==> config.mk <==
export PLATFORM = sky130hd
export DESIGN_NAME = heater_safety_supervisor
export DESIGN_NICKNAME = d
export VERILOG_FILES = /design/src/rtl/hss_pkg.sv /design/src/rtl/hss_csr.sv /design/src/rtl/hss_core.sv /design/src/rtl/heater_safety_supervisor.sv
export SDC_FILE = /design/constraint.sdc
export NUM_CORES = 1
export LEC_CHECK = 0
export BUFFER_PORTS_ARGS = -buffer_cell sky130_fd_sc_hd__clkbuf_2
export CAP_MARGIN = 20
export CORE_UTILIZATION = 25
export CTS_CLUSTER_SIZE = 28
export DETAILED_ROUTE_END_ITERATION = 10
export PLACE_DENSITY = 0.37
export SLEW_MARGIN = 25
export SYNTH_ARGS = -nofsm -noshare
export SYNTH_HDL_FRONTEND = slang
export SYNTH_SLANG_ARGS = --single-unit
==> constraint.sdc <==
create_clock -name clock -period 25.6 [get_ports clock]
set_clock_uncertainty 0.05 [all_clocks]
set_input_delay 3.84 -clock clock [delete_from_list [all_inputs] [get_ports clock]]
set_output_delay 3.84 -clock clock [all_outputs]
set_load 0.01 [all_outputs]
==> src/rtl/hss_pkg.sv <==
// heater safety supervisor package: item, result and register types,
// fault codes, register indexes and reset values
// no dependencies
`timescale 1ns / 1ps

package hss_pkg;

   localparam int unsigned CSR_INDEX_WIDTH = 3;
   localparam int unsigned CSR_DATA_WIDTH  = 32;

   localparam logic [CSR_INDEX_WIDTH-1:0] CSR_UPDATE_INTERVAL = 3'd0;
   localparam logic [CSR_INDEX_WIDTH-1:0] CSR_DEBOUNCE        = 3'd1;
   localparam logic [CSR_INDEX_WIDTH-1:0] CSR_DOUBLE_CLICK    = 3'd2;
   localparam logic [CSR_INDEX_WIDTH-1:0] CSR_OVERHEAT_LIMIT  = 3'd3;
   localparam logic [CSR_INDEX_WIDTH-1:0] CSR_MAX_STEP        = 3'd4;
   localparam logic [CSR_INDEX_WIDTH-1:0] CSR_HEATING_TIMEOUT = 3'd5;
   localparam logic [CSR_INDEX_WIDTH-1:0] CSR_MAX_SETPOINT    = 3'd6;
   localparam logic [CSR_INDEX_WIDTH-1:0] CSR_ELEMENT_FAULT   = 3'd7;

   localparam logic [15:0]        RST_UPDATE_INTERVAL = 16'd200;
   localparam logic [15:0]        RST_DEBOUNCE        = 16'd50;
   localparam logic [15:0]        RST_DOUBLE_CLICK    = 16'd300;
   localparam logic signed [14:0] RST_OVERHEAT_LIMIT  = 15'sd2560;
   localparam logic [13:0]        RST_MAX_STEP        = 14'd80;
   localparam logic [31:0]        RST_HEATING_TIMEOUT = 32'd60000;
   localparam logic [9:0]         RST_MAX_SETPOINT    = 10'd150;
   localparam logic [15:0]        RST_ELEMENT_FAULT   = 16'd5000;

   // element check margin, 5 degrees in 1/16 degree
   localparam logic signed [16:0] ELEMENT_MARGIN = 17'sd80;

   localparam logic [15:0] RTD_ALL_ONES = 16'hFFFF;
   localparam logic [15:0] RTD_ZERO     = 16'h0000;

   typedef enum logic [2:0] {
      ERR_NONE         = 3'd0,
      ERR_DISCONNECTED = 3'd1,
      ERR_OVERHEAT     = 3'd2,
      ERR_STEP         = 3'd3,
      ERR_ELEMENT      = 3'd4,
      ERR_TIMEOUT      = 3'd5
   } err_type;

   typedef struct packed {
      logic [15:0]        update_interval_ms;
      logic [15:0]        debounce_ms;
      logic [15:0]        double_click_ms;
      logic signed [14:0] overheat_limit;
      logic [13:0]        max_step;
      logic [31:0]        heating_timeout_ms;
      logic [9:0]         max_setpoint;
      logic [15:0]        element_fault_ms;
   } cfg_type;

   typedef struct packed {
      logic [31:0]        now_ms;
      logic               button_level;
      logic [8:0]         encoder_count;
      logic [15:0]        rtd_code;
      logic signed [14:0] sample_temperature;
   } req_type;

   typedef struct packed {
      logic        heating_on;
      logic        drive_allowed;
      err_type     error_code;
      logic        update_done;
      logic [9:0]  setpoint_deg;
   } rsp_type;

endpackage

==> src/rtl/hss_csr.sv <==
// heater safety supervisor configuration registers
// depends on hss_pkg
`timescale 1ns / 1ps

module hss_csr (
   input  logic                                 clock,
   input  logic                                 reset,
   input  logic                                 csr_wr_en,
   input  logic [hss_pkg::CSR_INDEX_WIDTH-1:0]  csr_index,
   input  logic [hss_pkg::CSR_DATA_WIDTH-1:0]   csr_wdata,
   output hss_pkg::cfg_type                     cfg
);
   import hss_pkg::*;

   cfg_type cfg_ff;
   cfg_type cfg_in;

   always_comb begin
      cfg_in = cfg_ff;
      if (csr_wr_en) begin
         unique case (csr_index)
            CSR_UPDATE_INTERVAL: cfg_in.update_interval_ms = csr_wdata[15:0];
            CSR_DEBOUNCE:        cfg_in.debounce_ms        = csr_wdata[15:0];
            CSR_DOUBLE_CLICK:    cfg_in.double_click_ms    = csr_wdata[15:0];
            CSR_OVERHEAT_LIMIT:  cfg_in.overheat_limit     = csr_wdata[14:0];
            CSR_MAX_STEP:        cfg_in.max_step           = csr_wdata[13:0];
            CSR_HEATING_TIMEOUT: cfg_in.heating_timeout_ms = csr_wdata[31:0];
            CSR_MAX_SETPOINT:    cfg_in.max_setpoint       = csr_wdata[9:0];
            CSR_ELEMENT_FAULT:   cfg_in.element_fault_ms   = csr_wdata[15:0];
            default:             cfg_in = cfg_ff;
         endcase
      end
   end

   always_ff @(posedge clock) begin
      if (reset) begin
         cfg_ff.update_interval_ms <= RST_UPDATE_INTERVAL;
         cfg_ff.debounce_ms        <= RST_DEBOUNCE;
         cfg_ff.double_click_ms    <= RST_DOUBLE_CLICK;
         cfg_ff.overheat_limit     <= RST_OVERHEAT_LIMIT;
         cfg_ff.max_step           <= RST_MAX_STEP;
         cfg_ff.heating_timeout_ms <= RST_HEATING_TIMEOUT;
         cfg_ff.max_setpoint       <= RST_MAX_SETPOINT;
         cfg_ff.element_fault_ms   <= RST_ELEMENT_FAULT;
      end else begin
         cfg_ff <= cfg_in;
      end
   end

   assign cfg = cfg_ff;

endmodule

==> src/rtl/hss_core.sv <==
// heater safety supervisor pass logic: button, heating session and
// sensor evaluation state, updated once per advanced pass
// depends on hss_pkg
`timescale 1ns / 1ps

module hss_core (
   input  logic              clock,
   input  logic              reset,
   input  logic              advance,
   input  hss_pkg::cfg_type  cfg,
   input  hss_pkg::req_type  item,
   output hss_pkg::rsp_type  result
);
   import hss_pkg::*;

   logic               prev_btn_ff,    prev_btn_in;
   logic [31:0]        press_time_ff,  press_time_in;
   logic               awaiting_ff,    awaiting_in;
   logic               heating_ff,     heating_in;
   logic [31:0]        start_time_ff,  start_time_in;
   logic [31:0]        last_update_ff, last_update_in;
   logic signed [14:0] prev_temp_ff,   prev_temp_in;
   logic [31:0]        last_valid_ff,  last_valid_in;
   logic signed [14:0] ctrl_temp_ff,   ctrl_temp_in;
   err_type            fault_ff,       fault_in;

   logic               done;
   logic [31:0]        click_gap;
   logic [31:0]        window_age;
   logic [9:0]         setpoint;
   logic signed [15:0] temp_diff;
   logic [15:0]        temp_mag;
   logic signed [16:0] element_floor;
   logic signed [16:0] drive_limit;

   assign setpoint = ({1'b0, item.encoder_count} < cfg.max_setpoint) ?
                     {1'b0, item.encoder_count} : cfg.max_setpoint;

   assign temp_diff = 16'(item.sample_temperature) - 16'(prev_temp_ff);
   assign temp_mag  = temp_diff[15] ? 16'(-temp_diff) : 16'(temp_diff);
   assign element_floor = $signed({3'b000, setpoint, 4'b0000}) - ELEMENT_MARGIN;

   always_comb begin
      prev_btn_in    = prev_btn_ff;
      press_time_in  = press_time_ff;
      awaiting_in    = awaiting_ff;
      heating_in     = heating_ff;
      start_time_in  = start_time_ff;
      last_update_in = last_update_ff;
      prev_temp_in   = prev_temp_ff;
      last_valid_in  = last_valid_ff;
      ctrl_temp_in   = ctrl_temp_ff;
      fault_in       = fault_ff;
      done           = 1'b0;

      // debounced press, double click toggles
      click_gap = item.now_ms - press_time_ff;
      if (item.button_level != prev_btn_ff) begin
         if (!item.button_level && click_gap > {16'd0, cfg.debounce_ms}) begin
            if (awaiting_ff && click_gap <= {16'd0, cfg.double_click_ms}) begin
               heating_in  = !heating_ff;
               awaiting_in = 1'b0;
               if (!heating_ff) begin
                  start_time_in = item.now_ms;
               end
            end else begin
               awaiting_in   = 1'b1;
               press_time_in = item.now_ms;
            end
         end
         prev_btn_in = item.button_level;
      end

      // lone click whose window ran out
      window_age = item.now_ms - press_time_in;
      if (awaiting_in && window_age > {16'd0, cfg.double_click_ms}) begin
         awaiting_in   = 1'b0;
         heating_in    = 1'b1;
         start_time_in = item.now_ms;
      end

      // sensor evaluation
      if ((item.now_ms - last_update_ff) >= {16'd0, cfg.update_interval_ms}) begin
         done           = 1'b1;
         last_update_in = item.now_ms;
         fault_in       = ERR_NONE;
         if (item.rtd_code == RTD_ZERO || item.rtd_code == RTD_ALL_ONES) begin
            fault_in   = ERR_DISCONNECTED;
            heating_in = 1'b0;
         end else begin
            if (item.sample_temperature > cfg.overheat_limit) begin
               fault_in = ERR_OVERHEAT;
            end else if (temp_mag > {2'b00, cfg.max_step}) begin
               fault_in = ERR_STEP;
            end else if (heating_in &&
                         (item.now_ms - last_valid_ff) > {16'd0, cfg.element_fault_ms} &&
                         17'(ctrl_temp_ff) < element_floor) begin
               fault_in = ERR_ELEMENT;
            end else if (heating_in &&
                         (item.now_ms - start_time_in) > cfg.heating_timeout_ms) begin
               fault_in = ERR_TIMEOUT;
            end
            if (fault_in != ERR_NONE) begin
               heating_in = 1'b0;
            end
            if (heating_in && fault_in == ERR_NONE) begin
               ctrl_temp_in = item.sample_temperature;
            end
            prev_temp_in  = item.sample_temperature;
            last_valid_in = item.now_ms;
         end
      end
   end

   assign drive_limit = $signed({3'b000, cfg.max_setpoint, 4'b0000});

   always_comb begin
      result.heating_on    = heating_in;
      result.drive_allowed = heating_in && (17'(prev_temp_in) < drive_limit);
      result.error_code    = fault_in;
      result.update_done   = done;
      result.setpoint_deg  = setpoint;
   end

   always_ff @(posedge clock) begin
      if (reset) begin
         prev_btn_ff    <= 1'b1;
         press_time_ff  <= '0;
         awaiting_ff    <= 1'b0;
         heating_ff     <= 1'b0;
         start_time_ff  <= '0;
         last_update_ff <= '0;
         prev_temp_ff   <= '0;
         last_valid_ff  <= '0;
         ctrl_temp_ff   <= '0;
         fault_ff       <= ERR_NONE;
      end else if (advance) begin
         prev_btn_ff    <= prev_btn_in;
         press_time_ff  <= press_time_in;
         awaiting_ff    <= awaiting_in;
         heating_ff     <= heating_in;
         start_time_ff  <= start_time_in;
         last_update_ff <= last_update_in;
         prev_temp_ff   <= prev_temp_in;
         last_valid_ff  <= last_valid_in;
         ctrl_temp_ff   <= ctrl_temp_in;
         fault_ff       <= fault_in;
      end
   end

endmodule

==> src/rtl/heater_safety_supervisor.sv <==
// heater safety supervisor top level: input register, pass logic, result register
// depends on hss_pkg, hss_csr, hss_core
`timescale 1ns / 1ps

// One control pass per transfer, one pass per clock sustained while the rsp side
// takes results. A pass sits in the input register, is evaluated combinationally
// by the pass logic against the supervisor state, and lands in the result
// register, which raises rsp_valid. The result register lets a new pass move in
// while a finished result waits, and only a stalled rsp side with both
// registers full holds off req_ready. Configuration writes take effect on the
// next clock and are meant for idle periods.

module heater_safety_supervisor (
   input  logic                                 clock,
   input  logic                                 reset,
   input  logic                                 csr_wr_en,
   input  logic [hss_pkg::CSR_INDEX_WIDTH-1:0]  csr_index,
   input  logic [hss_pkg::CSR_DATA_WIDTH-1:0]   csr_wdata,
   input  logic                                 req_valid,
   output logic                                 req_ready,
   input  logic [31:0]                          req_now_ms,
   input  logic                                 req_button_level,
   input  logic [8:0]                           req_encoder_count,
   input  logic [15:0]                          req_rtd_code,
   input  logic signed [14:0]                   req_sample_temperature,
   output logic                                 rsp_valid,
   input  logic                                 rsp_ready,
   output logic                                 rsp_heating_on,
   output logic                                 rsp_drive_allowed,
   output logic [2:0]                           rsp_error_code,
   output logic                                 rsp_update_done,
   output logic [9:0]                           rsp_setpoint_deg
);
   import hss_pkg::*;

   cfg_type cfg;
   req_type item_ff;
   rsp_type result;
   rsp_type rsp_ff;
   logic    in_valid_ff;
   logic    rsp_valid_ff;
   logic    advance;

   hss_csr u_csr (
      .clock     (clock),
      .reset     (reset),
      .csr_wr_en (csr_wr_en),
      .csr_index (csr_index),
      .csr_wdata (csr_wdata),
      .cfg       (cfg)
   );

   assign advance   = in_valid_ff && (!rsp_valid_ff || rsp_ready);
   assign req_ready = !in_valid_ff || advance;

   always_ff @(posedge clock) begin
      if (reset) begin
         in_valid_ff <= 1'b0;
      end else if (req_ready) begin
         in_valid_ff <= req_valid;
      end
   end

   always_ff @(posedge clock) begin
      if (req_valid && req_ready) begin
         item_ff.now_ms             <= req_now_ms;
         item_ff.button_level       <= req_button_level;
         item_ff.encoder_count      <= req_encoder_count;
         item_ff.rtd_code           <= req_rtd_code;
         item_ff.sample_temperature <= req_sample_temperature;
      end
   end

   hss_core u_core (
      .clock   (clock),
      .reset   (reset),
      .advance (advance),
      .cfg     (cfg),
      .item    (item_ff),
      .result  (result)
   );

   always_ff @(posedge clock) begin
      if (reset) begin
         rsp_valid_ff <= 1'b0;
      end else if (advance) begin
         rsp_valid_ff <= 1'b1;
      end else if (rsp_ready) begin
         rsp_valid_ff <= 1'b0;
      end
   end

   always_ff @(posedge clock) begin
      if (advance) begin
         rsp_ff <= result;
      end
   end

   assign rsp_valid         = rsp_valid_ff;
   assign rsp_heating_on    = rsp_ff.heating_on;
   assign rsp_drive_allowed = rsp_ff.drive_allowed;
   assign rsp_error_code    = rsp_ff.error_code;
   assign rsp_update_done   = rsp_ff.update_done;
   assign rsp_setpoint_deg  = rsp_ff.setpoint_deg;

endmodule

==> parameters.txt, run 1 <==
Parameter                              Value

Drt
  Routed wl met2    around 48000 um
  Vias per cell    4.82
  Overall routed net length    103000 um
  Number of remaining DRC errors    0
  DR top layer    met4
  Detailed route wirelength on metal3    3260 um
  Total via count in the routed design    24934
  Average wire length per cell after detail routing    19.8 um
  Iteration-0 DRC count of the detailed router    1589
  Sum of routed wire segments on met1    49500 um
  Count of nets left with antenna violations after detail routing    0
  Drt first pass iters    6

Worst hold path
  Beginning of the worst hold path    u_csr.cfg[127]
  Worst Hold Depth    2
  Worst min-delay path class    flop to flop
  Worst-case hold path end point    u_csr.cfg[127]

Die
  Starting density of the core    25.3%
  Die Span X    between 300 and 400 um
  Height of the die    339 um
  Placeable Area    113000 um^2
  Die outline area    115000 um^2
  Ports    131
  Num rows    123

Global route
  Pin count of the biggest net entering global routing    88
  Overall global routing resource usage    between 10% and 20%
  First-pass GRT wire length    155000 um
  Number of global-route vias before repair    24551
  Antenna violations before repair    8
  Total global routing overflow    0

Clock tree
  Count of clock tree sinks    around 390
  Root buf cell    clkbuf_16
  Number of CTS-inserted buffers    51
  CTS tree    done
  Post-CTS sizing    0
  CTS H-tree depth    2
  Post-cts hold buffer count    0
  Clock buffer depth    3
  Skew-Pair Late Insertion Delay    0.64 ns
  Clock transition at path regs    0.06 ns
  Buffers inserted during post-CTS setup optimization    0

Logic synthesis
  Syn Area/Cell    just over 8 um^2
  Async SR Flop Fraction    0%
  Post-synthesis cell count    3541
  Primary flip-flop cell chosen by synthesis mapping    dfxtp_1
  Most common library cells after synthesis    490 x nand2_1, 374 x a21oi_1, 342 x ha_1
  Top cell type by total area after synthesis    dfxtp_1
  Synth top area share    20.9%
  Count of warnings emitted by yosys    0
  Register area share after synthesis    30.3%
  Number of unique standard cell types used by synthesis    93
  Cell with the most instances after synthesis    nand2_1
  Syn nets    4002
  Largest cells by area after synthesis    dfxtp_1 21%, ha_1 15%, edfxtp_1 9.4%, a21oi_1 6.6%, nand2_1 6.5%
  Register bit count reported by yosys    386
  Post-synthesis instance area    28500 um^2
  Number of flops mapped to enable cells by yosys    between 80 and 90

STA
  Max Clk Rate    between 60 and 70 MHz
  Slew at the pin with the worst max-slew slack    0.972 ns
  Fin crit share    between 60% and 70%
  Final slew viol count    0
  Minimum period implied by the final worst setup slack    16.31 ns
  Final-report setup violation count    0
  Final total negative setup slack    0 ns
  Fin. Hold Viols    0
  Unrepaired setup endpoints after global routing    false
  Max-slew headroom at the worst pin    35.1%

Critical path
  RR Startpoint    item_ff[47]
  Depth of the most critical reg-to-reg path    73
  Maximum fanout encountered on the critical timing path    37
  Largest incremental delay on the critical path    0.59 ns
  Cell with the biggest individual delay on the critical path    edfxtp_1
  Crit path launch type    flop
  Data required, critical path    roughly 26 ns
  Startpoint of the worst setup timing path    item_ff[47]
  Endpoint of the most critical register-to-register path    u_core.ctrl_temp_ff[13]
  Element type at the critical path end    flop
  Classification of the worst setup path    flop to flop
  Cell occurring most often along the worst timing path    o21ai_0
  Register-to-Register Setup Slack    9.29 ns
  Arrival time at the worst endpoint    ~17 ns

Layout
  Fraction of final layout cells sized beyond drive strength 1    8.66%
  Fillcell total    12174
  Register area    8620 um^2
  # nets final    approximately 4000
  Footprint of the multi-input gates    18200 um^2
  Area growth from synthesis to layout    15.0%

Place
  Number of port buffers    130
  DP HPWL    77300 um
  Global placement routability congestion    0.819

Pwr
  Internal power    1.36 mW
  Combinational share of power    27.9%
  PwrDens    around 62 nW/um^2
  Part of the total power dissipated in sequential elements    32.9%
  Peak ir drop on the vdd network    0.0548 mV
  Switching power    0.676 mW
  Final Power    between 2 and 2.5 mW
  Share of total power in the clock network    39.2%
  Leakage Power    13.0 nW
  Switching Fraction    roughly a third

Status
  Run status    complete, no violations

Flow run
  Number of max-cap violations    0
## metrics by stage
step	worst slack (ns)	area (um^2)	util (%)	cells	hold slack (ns)
after global placement	9.56	30900	27.4	5077	0.393
after detailed placement	9.21	30900	27.4	5077	0.398
after floorplan	11.80	28500	-	3541	0.386
final	9.29	32700	29.1	5175	0.402
after global routing	7.74	32700	29.1	5174	0.419
after CTS	9.13	32700	29.0	5173	0.406
## worst max path at each step
stage / end / slack (ns)
3_5_place_dp: u_core.ctrl_temp_ff[4] / 9.21
3_3_place_gp: u_core.ctrl_temp_ff[8] / 9.56
2_1_floorplan: u_core.ctrl_temp_ff[5] / 11.80
5_1_grt: u_core.ctrl_temp_ff[4] / 7.74
6_report: u_core.ctrl_temp_ff[13] / 9.29
4_1_cts: u_core.ctrl_temp_ff[11] / 9.13
## cell usage in the layout, fill, tap and decap left out, types with 85 or more instances in the layout
master,instances
ha_1,342
edfxtp_1,89
a21o_1,85
inv_1,316
dfxtp_1,297
o21ai_0,160
nor2_1,264
clkbuf_2,129
nand2_1,490
a21oi_1,374
mux2i_1,127
## cell families (layout without fill, tap and decap cells)
group | after synthesis | after routing | synth area share, %
XOR/XNOR | 131 | 131 | 4.03
adder cells (fa/ha/maj) | 348 | 348 | 15.5
buffers and inverters | 456 | 589 | 6.13
AO/OA/AOI/OAI | 945 | 945 | 20.9
multiplexers | 143 | 143 | 5.15
flip-flops | 386 | 386 | 30.3
other | 1 | 2 | 0.0132
AND/OR/NAND/NOR | 1131 | 1131 | 18.0
## power groups by stage
stage               clock network (mW)  registers, mW  logic [mW]
detailed placement                   0          0.684       0.571
finish                           0.800          0.671       0.570
global placement                     0          0.684       0.577
CTS                              0.829          0.671       0.575
floorplan                            0          0.679       0.404
global route                     0.847          0.674       0.643
## critical path: cells and delay by family (launching register included)
family	cells	cell delay, ns
xor+xnor	3	0.60
compound gates	32	6.24
mux	4	0.88
fa+ha+maj	7	2.27
flops	1	0.59
simple gates	24	4.40
buf+inv	3	1.09
## state kept, by name, summed over array words and instances, names as in the netlist, 3 cells and up
signal,flops
u_core.fault_ff,3
item_ff,73
u_core.prev_temp_ff,15
u_core.last_valid_ff,32
u_core.press_time_ff,32
u_core.start_time_ff,32
rsp_error_code,3
u_core.ctrl_temp_ff,11
u_core.last_update_ff,32
rsp_setpoint_deg,10
u_csr.cfg,135
## layout make-up
cell class / instances / area share [%]
clock inverter: 35 / 1.49
inverter: 317 / 3.64
antenna: 1 / 0.00765
tap: 1500 / 5.73
multi-input combinational: 2699 / 55.5
sequential: 386 / 26.3
timing repair buffer: 176 / 3.11
clock buffer: 61 / 4.14
## routing by layer
layer	vias to the layer above	track usage [%]
li1	12729	-
met1	11739	23.7
met2	371	29.4
met3	95	2.22
met4	0	3.77
met5	-	0
(Power assumes the default switching activity.)
==> run 2, diff against run 1 <==
--- a/config.mk
+++ b/config.mk
@@ -10,7 +10,7 @@
 export CORE_UTILIZATION = 25
 export CTS_CLUSTER_SIZE = 28
 export DETAILED_ROUTE_END_ITERATION = 10
-export PLACE_DENSITY = 0.37
+export PLACE_DENSITY = 0.39
 export SLEW_MARGIN = 25
 export SYNTH_ARGS = -nofsm -noshare
 export SYNTH_HDL_FRONTEND = slang
==> constraint.sdc (replaced) <==
create_clock -name clock -period 14.7 [get_ports clock]
set_clock_uncertainty 0.05 [all_clocks]
set_input_delay 2.205 -clock clock [delete_from_list [all_inputs] [get_ports clock]]
set_output_delay 2.205 -clock clock [all_outputs]
set_load 0.01 [all_outputs]
==> parameters.txt, run 2 (synthesized netlist as in run 1, its figures left out) <==
Parameter                              Value

STA
  Final-report setup violation count    0 (unchanged)
  Fin. Hold Viols    0 (unchanged)
  Unrepaired setup endpoints after global routing    false
  Max Clk Rate    73.5 MHz (+20%)
  Final slew viol count    0 (unchanged)
  Max-slew headroom at the worst pin    32.0% (-3.1 points)
  Minimum period implied by the final worst setup slack    13.60 ns (-2.71 ns)
  Fin crit share    92.5% (+29 points)
  Slew at the pin with the worst max-slew slack    1.02 ns (+0.0488 ns)

Layout
  # nets final    4142 (+1.2%)
  Number of flip-flops under the largest register name    135 (unchanged)
  Fraction of final layout cells sized beyond drive strength 1    10.9% (+2.2 points)
  Fillcell total    12223 (+0.40%)
  Area of all placed cells without fillers    33300 um^2 (+1.8%)
  Most common cell after layout, fill and taps aside    nand2_1
  Area growth from synthesis to layout    17.0%
  Final standard cell count with taps included and fillers excluded    5229 (+1.0%)
  Commonest cells after routing, fill and taps aside    489 x nand2_1, 366 x a21oi_1, 340 x ha_1, 316 x inv_1, 297 x dfxtp_1

Pwr
  Share of total power in the clock network    39.7% (+0.5 points)
  Internal power    2.41 mW (+76%)
  Combinational share of power    28.0% (about the same)
  Switching power    1.20 mW (+77%)
  Peak ir drop on the vdd network    0.0969 mV (+77%)
  PwrDens    108 nW/um^2 (+73%)
  Switching Fraction    33.2% (+0.042 points)
  Part of the total power dissipated in sequential elements    32.3% (-0.6 points)
  Leakage Power    13.3 nW (+2.2%)

Worst hold path
  Worst min-delay path class    flop to flop

Die
  Num rows    123 (unchanged)
  Starting density of the core    25.3% (unchanged)
  Die Span X    339 um (unchanged)
  Die outline area    115000 um^2 (unchanged)
  Placeable Area    113000 um^2 (unchanged)
  Height of the die    339 um (unchanged)
  Ports    131 (unchanged)

Place
  Number of port buffers    130 (unchanged)
  DP HPWL    76900 um (-0.57%)
  Post-place instance area    31100 um^2 (+0.90%)
  Global placement routability congestion    0.838 (+2.3%)
  Total instance count after detailed placement    5115 (+0.75%)

Global route
  Total global routing overflow    0 (unchanged)
  Pin count of the biggest net entering global routing    105 (+19%)
  First-pass GRT wire length    153000 um (-1.2%)
  Number of global-route vias before repair    25029 (+1.9%)
  Antenna violations before repair    6 (-2)
  Overall global routing resource usage    17.0% (-0.42 points)

Clock tree
  Clock buffer depth    3 (unchanged)
  Number of CTS-inserted buffers    54 (+5.9%)
  Skew-Pair Late Insertion Delay    0.67 ns (+0.03 ns)
  CTS H-tree depth    2 (unchanged)
  CTS tree    done
  Root buf cell    clkbuf_16
  Count of clock tree sinks    386 (unchanged)
  Clock transition at path regs    0.06 ns (about the same)
  Post-cts hold buffer count    0 (unchanged)

Critical path
  Cell occurring most often along the worst timing path    ha_1
  Crit path launch type    flop
  Data required, critical path    15.19 ns (-10.87 ns)
  Arrival time at the worst endpoint    14.09 ns (-2.69 ns)
  Element type at the critical path end    flop
  Maximum fanout encountered on the critical timing path    6 (-84%)
  Cell with the biggest individual delay on the critical path    a311o_1
  Largest incremental delay on the critical path    0.42 ns (-0.17 ns)
  Classification of the worst setup path    flop to flop

Drt
  Drt first pass iters    6 (unchanged)
  Count of nets left with antenna violations after detail routing    0 (unchanged)
  Total via count in the routed design    25301 (+1.5%)
  Overall routed net length    100000 um (-2.5%)
  Iteration-0 DRC count of the detailed router    1452 (-8.6%)
  Vias per cell    4.84 (+0.42%)
  Number of remaining DRC errors    0 (unchanged)
  Average wire length per cell after detail routing    19.1 um (-3.5%)

Status
  Run status    complete, no violations

Flow run
  Number of max-cap violations    0 (unchanged)
-- run 2: changes by cell type in the layout (fill, tap and decap cells not counted), moves of 6 or more --
cell | previous run | this run
a21oi_2 | 2 | 10
clkbuf_16 | 52 | 58
clkbuf_8 | 2 | 8
buf_4 | 45 | 90
a21oi_1 | 374 | 366
o21ai_0 | 160 | 152
o21ai_1 | 8 | 14
clkinv_1 | 9 | 2
-- run 2: cell type report --
cell class              instances  area (um^2)  share of cell area [%]
multi-input cells            2699        18300                    54.9
inverters                     317         1190                    3.57
repair buffers                223         1380                    4.14
flip-flops and latches        386         8620                    25.9
diodes                          2         5.00                  0.0150
clock inverters                29          372                    1.12
clock buffers                  73         1590                    4.77
well taps                    1500         1880                    5.63
-- run 2: worst max-delay path: cells and delay by family, from the launching register on --
family	cells	cell delay [ns]
AO/OA/AOI/OAI	27	4.88
XOR/XNOR	3	0.39
adder cells (fa/ha/maj)	9	2.74
buffers and inverters	5	0.58
flip-flops	1	0.38
multiplexers	5	0.99
AND/OR/NAND/NOR	25	3.49
-- run 2: worst paths after layout --
path	cells past startpoint	to	slack [ns]	from
max	74	u_core.ctrl_temp_ff[11]	1.10	item_ff[41]
min	2	u_csr.cfg[116]	0.40	u_csr.cfg[116]
max reg2reg	74	u_core.ctrl_temp_ff[11]	1.10	item_ff[41]
min reg2reg	2	u_csr.cfg[116]	0.40	u_csr.cfg[116]
-- run 2: routing by layer --
layer | up-vias | track usage (%) | routed length (um)
li1 | 12825 | - | -
met1 | 11996 | 23.3 | 48600
met2 | 381 | 28.5 | 46400
met3 | 99 | 1.90 | 2970
met4 | 0 | 4.12 | 2010
met5 | - | 0 | 0
-- run 2: power by group through the flow --
stage,registers [mW],clock network [mW],logic [mW]
2_1_floorplan,1.18,0,0.703
3_3_place_gp,1.19,0,1.01
3_5_place_dp,1.19,0,1.00
4_1_cts,1.16,1.48,1.01
5_1_grt,1.17,1.52,1.14
6_report,1.16,1.43,1.01
-- run 2: metrics by stage --
step / worst slack, ns / TNS [ns] / total power [mW] / util [%] / hold slack [ns]
detailed placement: -0.0811 / -0.773 / 2.19 / 27.6 / 0.398
CTS: 0.0273 / 0 / 3.65 / 29.4 / 0.405
floorplan: 0.898 / 0 / 1.88 / - / 0.386
global placement: 0.232 / 0 / 2.19 / 27.6 / 0.393
global route: 0.0111 / 0 / 3.82 / 29.6 / 0.419
finish: 1.10 / 0 / 3.60 / 29.6 / 0.404
-- run 2: timing repair --
item / 4_1_cts / 5_1_grt
gates cloned: 0 / 1
resized for setup: 2 / 40
endpoints found under the setup margin: 11 / 18
pin swaps: 1 / 13
buffers inserted: 4 / 5
